`config.mk`:
```
export PLATFORM = sky130hd
export DESIGN_NAME = longest_prefix_match_lookup
export DESIGN_NICKNAME = d
export VERILOG_FILES = /design/src/design/lpm_pkg.sv /design/src/design/longest_prefix_match_lookup.sv /design/src/design/lpm_table.sv
export VERILOG_INCLUDE_DIRS = /design/src /design/src/design
export SDC_FILE = /design/constraint.sdc
export NUM_CORES = 2
export LEC_CHECK = 0
export BUFFER_PORTS_ARGS = -buffer_cell sky130_fd_sc_hd__buf_2
export CAP_MARGIN = 20
export CORE_ASPECT_RATIO = 0.6
export CORE_UTILIZATION = 57
export DETAILED_ROUTE_END_ITERATION = 6
export PLACE_DENSITY = 0.76
export SYNTH_ARGS = -nofsm -noshare
export SYNTH_HDL_FRONTEND = slang
export SYNTH_SLANG_ARGS = --single-unit
```
`constraint.sdc`:
```
create_clock -name clock -period 3.92 [get_ports clock]
set_input_delay 0.196 -clock clock [delete_from_list [all_inputs] [get_ports clock]]
set_output_delay 0.196 -clock clock [all_outputs]
set_load 0.01 [all_outputs]
```
`src/design/longest_prefix_match_lookup_defines.svh`:
```
// Assertion macros shared by the lookup design.
`ifndef LONGEST_PREFIX_MATCH_LOOKUP_DEFINES_SVH
`define LONGEST_PREFIX_MATCH_LOOKUP_DEFINES_SVH

// Same-cycle implication, disabled while reset is high.
`define LPM_ASSERT_SAME(label, clk, rst, ante, cons) \
   label: assert property (@(posedge clk) disable iff (rst) (ante) |-> (cons)) \
      else $error("lookup assertion failed");

// Next-cycle implication, disabled while reset is high.
`define LPM_ASSERT_NEXT(label, clk, rst, ante, cons) \
   label: assert property (@(posedge clk) disable iff (rst) (ante) |=> (cons)) \
      else $error("lookup assertion failed");

`endif

```
`src/design/lpm_pkg.sv`:
```
`timescale 1ns / 1ps

package lpm_pkg;

   localparam int TABLE_DEPTH = 64;
   localparam int INDEX_W     = (TABLE_DEPTH > 1) ? $clog2(TABLE_DEPTH) : 1;
   localparam int ADDR_BITS   = 32;
   localparam int LEN_W       = 6;
   localparam int PORT_W      = 4;

   localparam logic [PORT_W-1:0] DEFAULT_PORT_RESET = PORT_W'(2);

   localparam logic FUNC_WRITE  = 1'b0;
   localparam logic FUNC_LOOKUP = 1'b1;

   typedef struct packed {
      logic [ADDR_BITS-1:0] prefix;
      logic [LEN_W-1:0]     length;
      logic [PORT_W-1:0]    port;
   } entry_type;

   typedef struct packed {
      logic               en;
      logic [INDEX_W-1:0] index;
      entry_type          entry;
      logic               enable;
   } table_wr_type;

   typedef struct packed {
      entry_type entry;
      logic      valid;
   } table_rd_type;

endpackage

```
`src/design/longest_prefix_match_lookup.sv`:
```
`timescale 1ns / 1ps
//  Channel   Ports                          Direction
//  req       req_valid / req_ready          in   write or lookup item
//  rsp       rsp_valid / rsp_ready          out  lookup result
//  csr       csr_wr_en / csr_wr_data        in   default port, no wait
//
//  A write item produces no result.
//  A lookup item reads one table slot per cycle through the single read port of the
//  table memory, then passes through ST_DRAIN and ST_RESP before its result is loaded.
//  Reset empties the table at once and sets the default port to 2.
//  A pending result waiting on rsp_ready does not block writes; a finished lookup
//  waits until the output register is free.

`include "longest_prefix_match_lookup_defines.svh"

module longest_prefix_match_lookup (
   input  logic        clock,
   input  logic        reset,
   input  logic        req_valid,
   output logic        req_ready,
   input  logic        req_func,
   input  logic [5:0]  req_entry_index,
   input  logic [31:0] req_entry_prefix,
   input  logic [5:0]  req_entry_length,
   input  logic [3:0]  req_entry_port,
   input  logic        req_entry_enable,
   input  logic [31:0] req_dest_addr,
   output logic        rsp_valid,
   input  logic        rsp_ready,
   output logic [3:0]  rsp_out_port,
   output logic        rsp_matched,
   input  logic        csr_wr_en,
   input  logic [3:0]  csr_wr_data
);

   typedef enum logic [3:0] {
      ST_IDLE  = 4'b0001,
      ST_SCAN  = 4'b0010,
      ST_DRAIN = 4'b0100,
      ST_RESP  = 4'b1000
   } state_type;

   localparam logic [lpm_pkg::INDEX_W-1:0] LAST_INDEX =
      lpm_pkg::INDEX_W'(lpm_pkg::TABLE_DEPTH - 1);

   state_type                         state_ff, state_in;
   logic [lpm_pkg::INDEX_W-1:0]       cnt_ff, cnt_in;
   logic                              cmp_en_ff, cmp_en_in;
   logic [lpm_pkg::ADDR_BITS-1:0]     addr_ff, addr_in;
   logic                              found_ff, found_in;
   logic [lpm_pkg::LEN_W-1:0]         best_len_ff, best_len_in;
   logic [lpm_pkg::PORT_W-1:0]        best_port_ff, best_port_in;
   logic                              rsp_valid_ff, rsp_valid_in;
   logic [lpm_pkg::PORT_W-1:0]        rsp_port_ff, rsp_port_in;
   logic                              rsp_matched_ff, rsp_matched_in;
   logic [lpm_pkg::PORT_W-1:0]        default_port_ff, default_port_in;

   logic                              req_xfer;
   logic                              load_rsp;
   logic                              hit;
   logic [lpm_pkg::LEN_W-1:0]         len_clamped;
   logic [lpm_pkg::ADDR_BITS-1:0]     mask;
   lpm_pkg::table_wr_type             wr;
   lpm_pkg::table_rd_type             rd_data;

   assign req_ready = (state_ff == ST_IDLE);
   assign req_xfer  = req_valid && req_ready;
   assign load_rsp  = (state_ff == ST_RESP) && (!rsp_valid_ff || rsp_ready);

   assign len_clamped = (req_entry_length > lpm_pkg::LEN_W'(lpm_pkg::ADDR_BITS)) ?
                        lpm_pkg::LEN_W'(lpm_pkg::ADDR_BITS) : req_entry_length;

   always_comb begin
      wr.en           = req_xfer && (req_func == lpm_pkg::FUNC_WRITE) &&
                        (32'(req_entry_index) < 32'(lpm_pkg::TABLE_DEPTH));
      wr.index        = lpm_pkg::INDEX_W'(req_entry_index);
      wr.entry.prefix = req_entry_prefix;
      wr.entry.length = len_clamped;
      wr.entry.port   = req_entry_port;
      wr.enable       = req_entry_enable;
   end

   lpm_table u_table (
      .clock   (clock),
      .reset   (reset),
      .wr      (wr),
      .rd_en   (state_ff == ST_SCAN),
      .rd_addr (cnt_ff),
      .rd_data (rd_data)
   );

   // Shift right by the length, so a length of 32 clears everything and 0 keeps it.
   assign mask = ~({lpm_pkg::ADDR_BITS{1'b1}} >> rd_data.entry.length);
   assign hit  = cmp_en_ff && rd_data.valid &&
                 (((rd_data.entry.prefix ^ addr_ff) & mask) == '0);

   always_comb begin
      state_in        = state_ff;
      cnt_in          = cnt_ff;
      cmp_en_in       = 1'b0;
      addr_in         = addr_ff;
      found_in        = found_ff;
      best_len_in     = best_len_ff;
      best_port_in    = best_port_ff;
      rsp_valid_in    = rsp_valid_ff && !rsp_ready;
      rsp_port_in     = rsp_port_ff;
      rsp_matched_in  = rsp_matched_ff;
      default_port_in = csr_wr_en ? csr_wr_data : default_port_ff;

      // Strictly longer wins, so among equal lengths the lower slot stays.
      if (hit && (!found_ff || (rd_data.entry.length > best_len_ff))) begin
         found_in     = 1'b1;
         best_len_in  = rd_data.entry.length;
         best_port_in = rd_data.entry.port;
      end

      case (state_ff)
         ST_IDLE: begin
            if (req_xfer && (req_func == lpm_pkg::FUNC_LOOKUP)) begin
               state_in = ST_SCAN;
               cnt_in   = '0;
               addr_in  = req_dest_addr;
               found_in = 1'b0;
            end
         end
         ST_SCAN: begin
            cmp_en_in = 1'b1;
            cnt_in    = cnt_ff + 1'b1;
            if (cnt_ff == LAST_INDEX) begin
               state_in = ST_DRAIN;
            end
         end
         ST_DRAIN: begin
            state_in = ST_RESP;
         end
         ST_RESP: begin
            if (load_rsp) begin
               state_in       = ST_IDLE;
               rsp_valid_in   = 1'b1;
               rsp_port_in    = found_ff ? best_port_ff : default_port_ff;
               rsp_matched_in = found_ff;
            end
         end
         default: begin
            state_in = ST_IDLE;
         end
      endcase
   end

   always_ff @(posedge clock) begin
      if (reset) begin
         state_ff        <= ST_IDLE;
         cnt_ff          <= '0;
         cmp_en_ff       <= 1'b0;
         found_ff        <= 1'b0;
         rsp_valid_ff    <= 1'b0;
         default_port_ff <= lpm_pkg::DEFAULT_PORT_RESET;
      end else begin
         state_ff        <= state_in;
         cnt_ff          <= cnt_in;
         cmp_en_ff       <= cmp_en_in;
         found_ff        <= found_in;
         rsp_valid_ff    <= rsp_valid_in;
         default_port_ff <= default_port_in;
      end
   end

   always_ff @(posedge clock) begin
      addr_ff        <= addr_in;
      best_len_ff    <= best_len_in;
      best_port_ff   <= best_port_in;
      rsp_port_ff    <= rsp_port_in;
      rsp_matched_ff <= rsp_matched_in;
   end

   assign rsp_valid    = rsp_valid_ff;
   assign rsp_out_port = rsp_port_ff;
   assign rsp_matched  = rsp_matched_ff;

   `LPM_ASSERT_SAME(a_busy_not_ready, clock, reset, state_ff != ST_IDLE, !req_ready)
   `LPM_ASSERT_NEXT(a_lookup_starts, clock, reset,
      req_xfer && (req_func == lpm_pkg::FUNC_LOOKUP),
      (state_ff == ST_SCAN) && (cnt_ff == '0) && !found_ff)
   `LPM_ASSERT_NEXT(a_result_loaded, clock, reset, load_rsp,
      rsp_valid_ff && (rsp_matched_ff == $past(found_ff)) && (state_ff == ST_IDLE))
   `LPM_ASSERT_SAME(a_compare_window, clock, reset, cmp_en_ff,
      (state_ff == ST_SCAN) || (state_ff == ST_DRAIN))

endmodule

```
`src/design/lpm_table.sv`:
```
`timescale 1ns / 1ps

module lpm_table (
   input  logic                          clock,
   input  logic                          reset,
   input  lpm_pkg::table_wr_type         wr,
   input  logic                          rd_en,
   input  logic [lpm_pkg::INDEX_W-1:0]   rd_addr,
   output lpm_pkg::table_rd_type         rd_data
);

   lpm_pkg::entry_type                   mem [lpm_pkg::TABLE_DEPTH];
   logic [lpm_pkg::TABLE_DEPTH-1:0]      valid_ff;
   lpm_pkg::entry_type                   rd_entry_ff;
   logic                                 rd_valid_ff;

   // Entry fields need no reset; an entry counts only while its valid bit is set.
   always_ff @(posedge clock) begin
      if (wr.en) begin
         mem[wr.index] <= wr.entry;
      end
      if (rd_en) begin
         rd_entry_ff <= mem[rd_addr];
      end
   end

   always_ff @(posedge clock) begin
      if (reset) begin
         valid_ff    <= '0;
         rd_valid_ff <= 1'b0;
      end else begin
         if (wr.en) begin
            valid_ff[wr.index] <= wr.enable;
         end
         if (rd_en) begin
            rd_valid_ff <= valid_ff[rd_addr];
         end
      end
   end

   assign rd_data.entry = rd_entry_ff;
   assign rd_data.valid = rd_valid_ff;

endmodule
```
Yosys cells after proc, flatten, opt, wreduce, memory -nomap -nowiden
Memory sizes are Yosys's and may differ from the RTL's. A register that Yosys moved wholly into a read port is not among the register bits. Cells that the tools add are included. Widths: inputs -> output; s select.

Register bits after elaboration: 129. Memories: 1. Bits of input ports: 91. Memory bits (writable): 2688. Word-level logic and storage cells: 74. Output and inout port bits: 7.

Memory list: u_table.mem (depth 64, bits a word 42, rd ports 1, clocked after memory_dff 1, wr ports 1, RTL line lpm_table.sv:12) `lpm_pkg::entry_type mem [lpm_pkg::TABLE_DEPTH];`.

Equality and inequality tests: 8. Shift operators: 1. Bitwise operators: 4. Order comparisons: 5. Mux-type cells: 21. Add/subtract/negate cells: 1. Reductions and logical operators: 20.

Operators by type and width (number): $bwmux 64 (1); $and 32x32->32 (1); $logic_not 32->1 (1); $not 32->32 (1); $shr 32x6->32 const A (1); $xor 32x32->32 (1); $mux 4 (4); $pmux 4 s4 (1); $lt 6x7->1 const B (2); $mux 6 (2); $pmux 6 s2 (1); $mux 1 (10); $logic_and 1x1->1 (9); $add 6x1->6 const B (1); $bmux 1 s6 (1); $demux 1 s6 (1); $eq 6x6->1 const B (1); $ge 6x1->1 const B (1); $gt 6x6->1 (1); $gt 6x6->1 const B (1); $reduce_and 2->1 (3); $eq 4x1->1 const B (1); $eq 4x2->1 const B (1); $eq 4x3->1 const B (1); other kinds (8) (12).

Longest topological paths before layout
Depth in word-level cells: 9. Depth in mapped cells: 10. Depth with buffers taken out: 8.

Cells and area by module
Synthesis repeated with hierarchy kept, for this count alone.

Cells, all modules: 4547. Area total of the unflattened synthesis: 109197.2 µm².

Modules (own cells, without submodules): lpm_table (cells an instance 4272, area each 106073.0 µm², seq. area each 83279.9 µm², times used 1); longest_prefix_match_lookup (cells an instance 275, area each 3124.2 µm², seq. area each 1751.7 µm², times used 1).

Worst setup path before layout
OpenSTA, ideal clock, no wires.

Path kind: reg-to-reg. Start: register state_ff[3]. End: memory u_table.mem[7][0] (netlist name) (enable). Data required time: 3477 ps. Library setup time: 443 ps. Stages on the path, launching flop included: 7. Slack: 41 ps. Buffers on the path: 1. Period minus slack after synthesis: 3879 ps. Data arrival time: 3436 ps. Cells stage by stage: dfxtp_1 -> or4b_4 -> inv_2 -> and4b_1 -> nand3_2 -> clkbuf_1 -> nor2_1.

Longest elaborated chain between the ends: 5.

Ends and longest elaborated chain: start, declared (RTL line longest_prefix_match_lookup.sv:46) `state_type state_ff, state_in;`; start signal, assigned (RTL line longest_prefix_match_lookup.sv:159) `state_ff <= state_in;`; $eq 4x1->1 (RTL line longest_prefix_match_lookup.sv:66) `assign req_ready = (state_ff == ST_IDLE);`; named net req_ready (RTL line longest_prefix_match_lookup.sv:20) `output logic req_ready,`; $logic_and 1x1->1 (RTL line longest_prefix_match_lookup.sv:67) `assign req_xfer = req_valid && req_ready;`; $logic_and 1x1->1 (RTL line longest_prefix_match_lookup.sv:74) `wr.en = req_xfer && (req_func == lpm_pkg::FUNC_WRITE) &&`; $mux 1 (RTL line lpm_table.sv:19) `if (wr.en) begin`; $mux 1 (implied by the code) (RTL line lpm_table.sv:20) `mem[wr.index] <= wr.entry;`; end, declared (RTL line lpm_table.sv:12).

The timed path passes the listed nets, and every way through them passes these cells.

==> results.json <==
{
  "result_of_the_run": "finished clean",
  "synthesis_stage_register_bit_count": 2859,
  "flow.area_growth_from_synthesis_pct": 13.4,
  "critical_path.cell_chain": "buf_12 -> buf_4 -> mux4_2 -> mux4_2 -> o22ai_1 -> nor2_1",
  "initial_utilization": 0.578,
  "buffer_ports.inserted": 97,
  "setup_repair_after_global_routing_missed_its_margin": "false",
  "critical-path-max-stage-delay_ns": 0.81,
  "fmax_mhz": 281,
  "setup_ws_ns": 0.360,
  "drt_drc_violations_left": 0,
  "clock_sink_count": 2859,
  "synth.cell_area_um2": 109000,
  "layout.cells.most_common": "sky130_fd_sc_hd__edfxtp_1",
  "critical_path_arrival_ns": 4.15,
  "placedInstanceArea_um2": 115000,
  "drtAntennaViolNets": 0,
  "p_leak_nw": 37.2,
  "powerDensity_nw_per_um2": 480,
  "clock_skew_ns": 0.0560,
  "postSynthAreaPerCell_um2": 23.5,
  "floorplan.rows": 123,
  "slew_headroom": 0.215,
  "clock_tree_from_tritoncts": "done",
  "post_route_wl_um": 304000,
  "layout-drive-gt1-share": 0.309,
  "criticalPathCategory": "flop to flop",
  "vias_in_the_first_global_route": 54700,
  "die_height_um": 341,
  "post-route-period-util": 0.908,
  "clockRootBuffer": "sky130_fd_sc_hd__clkbuf_16",
  "timing.critical_path.fanout_max": 23,
  "worst_setup_path_start_kind": "flop",
  "commonest_cells_after_routing_fill_and_taps_aside": "2777 x sky130_fd_sc_hd__edfxtp_1, 841 x sky130_fd_sc_hd__mux4_2, 243 x sky130_fd_sc_hd__clkbuf_16",
  "async_reset_ff_frac": 0,
  "min-delay-path-class": "input port to flop",
  "hold_violations": 0,
  "grt_max_degree": 114,
  "yosys_warnings": 0,
  "setup-tns-final_ns": 0,
  "clk_pin_slew_worst_paths_ns": 0.07,
  "critical_path.reg2reg.startpoint": "cnt_ff[0]",
  "post-cts-setup-buffers": 0,
  "worst_skew_pair.late_latency_ns": 0.90,
  "number_of_antenna_violations_at_the_first_check_in_global_routing": 7,
  "detail_route.wl_per_cell_um": 39.1,
  "yosysSeqAreaShare": 0.780,
  "dieArea_um2": 193000,
  "h-tree-depth": 4,
  "synthesis.nets": 4748,
  "max_slew.worst_pin.slew_ns": 1.18,
  "final-setup-viol-count": 0,
  "start_point_of_the_critical_path": "cnt_ff[0]",
  "ir_drop_mv": 0.395,
  "ios": 98,
  "fp.coreArea_um2": 189000,
  "grt_first_pass_wirelength_um": 422000,
  "path_common_cell": "sky130_fd_sc_hd__mux4_2",
  "postSynthCellCount": 4650,
  "cts-buffers-inserted": 240,
  "die-width_um": 567,
  "rr_endpoint": "u_table.rd_data[41]",
  "timing.critical_path.required_ns": 4.51,
  "dpl.cell_count": 7236,
  "holdCritStartpoint": "req_dest_addr[25]",
  "timing.critical_path.to_type": "flop",
  "vias": 55600,
  "globalRouteTotalUtil": 0.317,
  "crit_path_to": "u_table.rd_data[41]",
  "drv.max_cap_violation_count": 0,
  "post_drt_via_cell_ratio": 7.15,
  "post_cts.resized_instances": 0,
  "final.min_clock_period_ns": 3.56,
  "nFillCells": 11400,
  "slew_viol_final": 0,
  "postLayoutCellArea_um2": 124000,
  "total_power_w": 0.0593,
  "drtIter0Drc": 9873,
  "rrSetupSlack_ns": 0.36,
  "rr_worst_depth": 6,
  "synth.lib_cells_used.distinct": 55,
  "nNetsFinal": 5178,
  "drt_pass1_iterations": 7,
  "synth-edff-count": 2777,
  "placement.setup.worst_slack_ns": 0.549,
  "cpMaxStageDelayCell": "sky130_fd_sc_hd__dfxtp_4",
  "grt-ovfl-total": 0,
  "synth_flop_cell": "sky130_fd_sc_hd__edfxtp_1",
  "final_cells": 7772,
  "hpwlAfterDp_um": 158000,
  "clock_path_buffers": 4,
  "routabilityCongestion": 0.902
}
[Yosys cell counts (4+ instances only)]
cell	instances	area, µm²
sky130_fd_sc_hd__xor2_1	7	61.3
sky130_fd_sc_hd__buf_6	4	45.0
sky130_fd_sc_hd__a211oi_1	24	180
sky130_fd_sc_hd__dfxtp_1	82	1640
sky130_fd_sc_hd__ha_1	7	87.6
sky130_fd_sc_hd__buf_1	35	131
sky130_fd_sc_hd__o22ai_1	31	194
sky130_fd_sc_hd__mux2_2	4	45.0
sky130_fd_sc_hd__o21ai_0	77	385
sky130_fd_sc_hd__buf_4	8	60.1
sky130_fd_sc_hd__edfxtp_1	2777	83400
sky130_fd_sc_hd__mux4_2	841	18900
sky130_fd_sc_hd__nand2_1	113	424
sky130_fd_sc_hd__nor3_1	9	45.0
sky130_fd_sc_hd__nand3b_1	6	45.0
sky130_fd_sc_hd__a22oi_1	57	428
sky130_fd_sc_hd__clkbuf_1	116	435
sky130_fd_sc_hd__nor4_1	4	25.0
sky130_fd_sc_hd__mux2i_1	25	250
sky130_fd_sc_hd__a21oi_1	99	495
sky130_fd_sc_hd__nand3_1	8	40.0
sky130_fd_sc_hd__nand4_1	5	31.3
sky130_fd_sc_hd__nand2b_1	4	25.0
sky130_fd_sc_hd__nor2b_1	29	181
sky130_fd_sc_hd__xnor2_1	26	228
sky130_fd_sc_hd__nor2_1	105	394
sky130_fd_sc_hd__buf_2	96	480
sky130_fd_sc_hd__inv_1	11	41.3
[cell families after synthesis]
| logic type | synth area share |
|---|---|
| muxes | 0.176 |
| adders and majority gates | 0.000895 |
| AOI/OAI and AO/OA | 0.0168 |
| and+or+nand+nor | 0.0126 |
| DFF | 0.780 |
| buffers and inverters | 0.0110 |
| xor gates and xnor gates | 0.00265 |
[routing by layer]
layer / GRT usage / wire length, µm / up-vias
met5: 0 / 94 / -
met4: 0.127 / 13600 / 4
met1: 0.458 / 109000 / 29100
li1: - / - / 20700
met3: 0.0961 / 46600 / 721
met2: 0.458 / 135000 / 5072
[state kept, by name, indices dropped and copies added, names as in the netlist]
signal               flops
found_ff                 1
u_table.mem           2688
rsp_matched              1
default_port_ff          4
u_table.valid_ff        64
cmp_en_ff                1
best_port_ff             4
rsp_valid                1
cnt_ff                   6
rsp_out_port             4
state_ff                 4
best_len_ff              6
u_table.rd_data         42
u_table.rd_valid_ff      1
addr_ff                 32
[report_power, final]
part | total [W] | switching, W | internal, W | leakage (nW)
logic | 0.00195 | 0.00116 | 0.000788 | 7.77
clock network | 0.0237 | 0.0108 | 0.0129 | 3.71
registers | 0.0337 | 0.0000981 | 0.0336 | 25.7
total | 0.0593 | 0.0121 | 0.0473 | 37.2
[layout make-up]
class / instances / area [µm²] / area share
timing repair buffer: 447 / 4490 / 0.0363
multi-input combinational: 1519 / 23400 / 0.189
inverter: 13 / 48.8 / 0.000395
clock inverter: 127 / 1160 / 0.00939
clock buffer: 303 / 6400 / 0.0517
antenna: 4 / 10.0 / 0.0000809
sequential: 2859 / 85100 / 0.688
tap: 2500 / 3130 / 0.0253
[what timing repair did]
| item | 4_1_cts | 5_1_grt |
|---|---|---|
| endpoints found under the hold margin | 432 | 808 |
| hold buffers | 69 | 14 |
| endpoints found under the setup margin | 0 | 0 |
[per-stage QoR]
step / hold slack, ns / utilization
after floorplan: 0.295 / -
after global placement: 0.376 / 0.609
after detailed placement: 0.375 / 0.609
after CTS: 0.000130 / 0.652
after global routing: 0.0159 / 0.655
final: 0.0363 / 0.655
[worst min path at each step]
stage	slack, ns	cells after the start	endpoint
2_1_floorplan	0.29	0	addr_ff[0]
3_3_place_gp	0.38	1	addr_ff[27]
3_5_place_dp	0.37	1	addr_ff[5]
4_1_cts	0.0001	2	addr_ff[12]
5_1_grt	0.02	2	addr_ff[6]
6_report	0.04	2	addr_ff[25]
[critical path, delay by kind of cell, from the launching register on]
family / cells / cell delay (ns)
compound gates: 1 / 0.61
simple gates: 1 / 0.15
flops: 1 / 0.81
mux: 2 / 1.08
buf+inv: 2 / 0.58
Note: power is estimated with default switching activity, not from simulation.
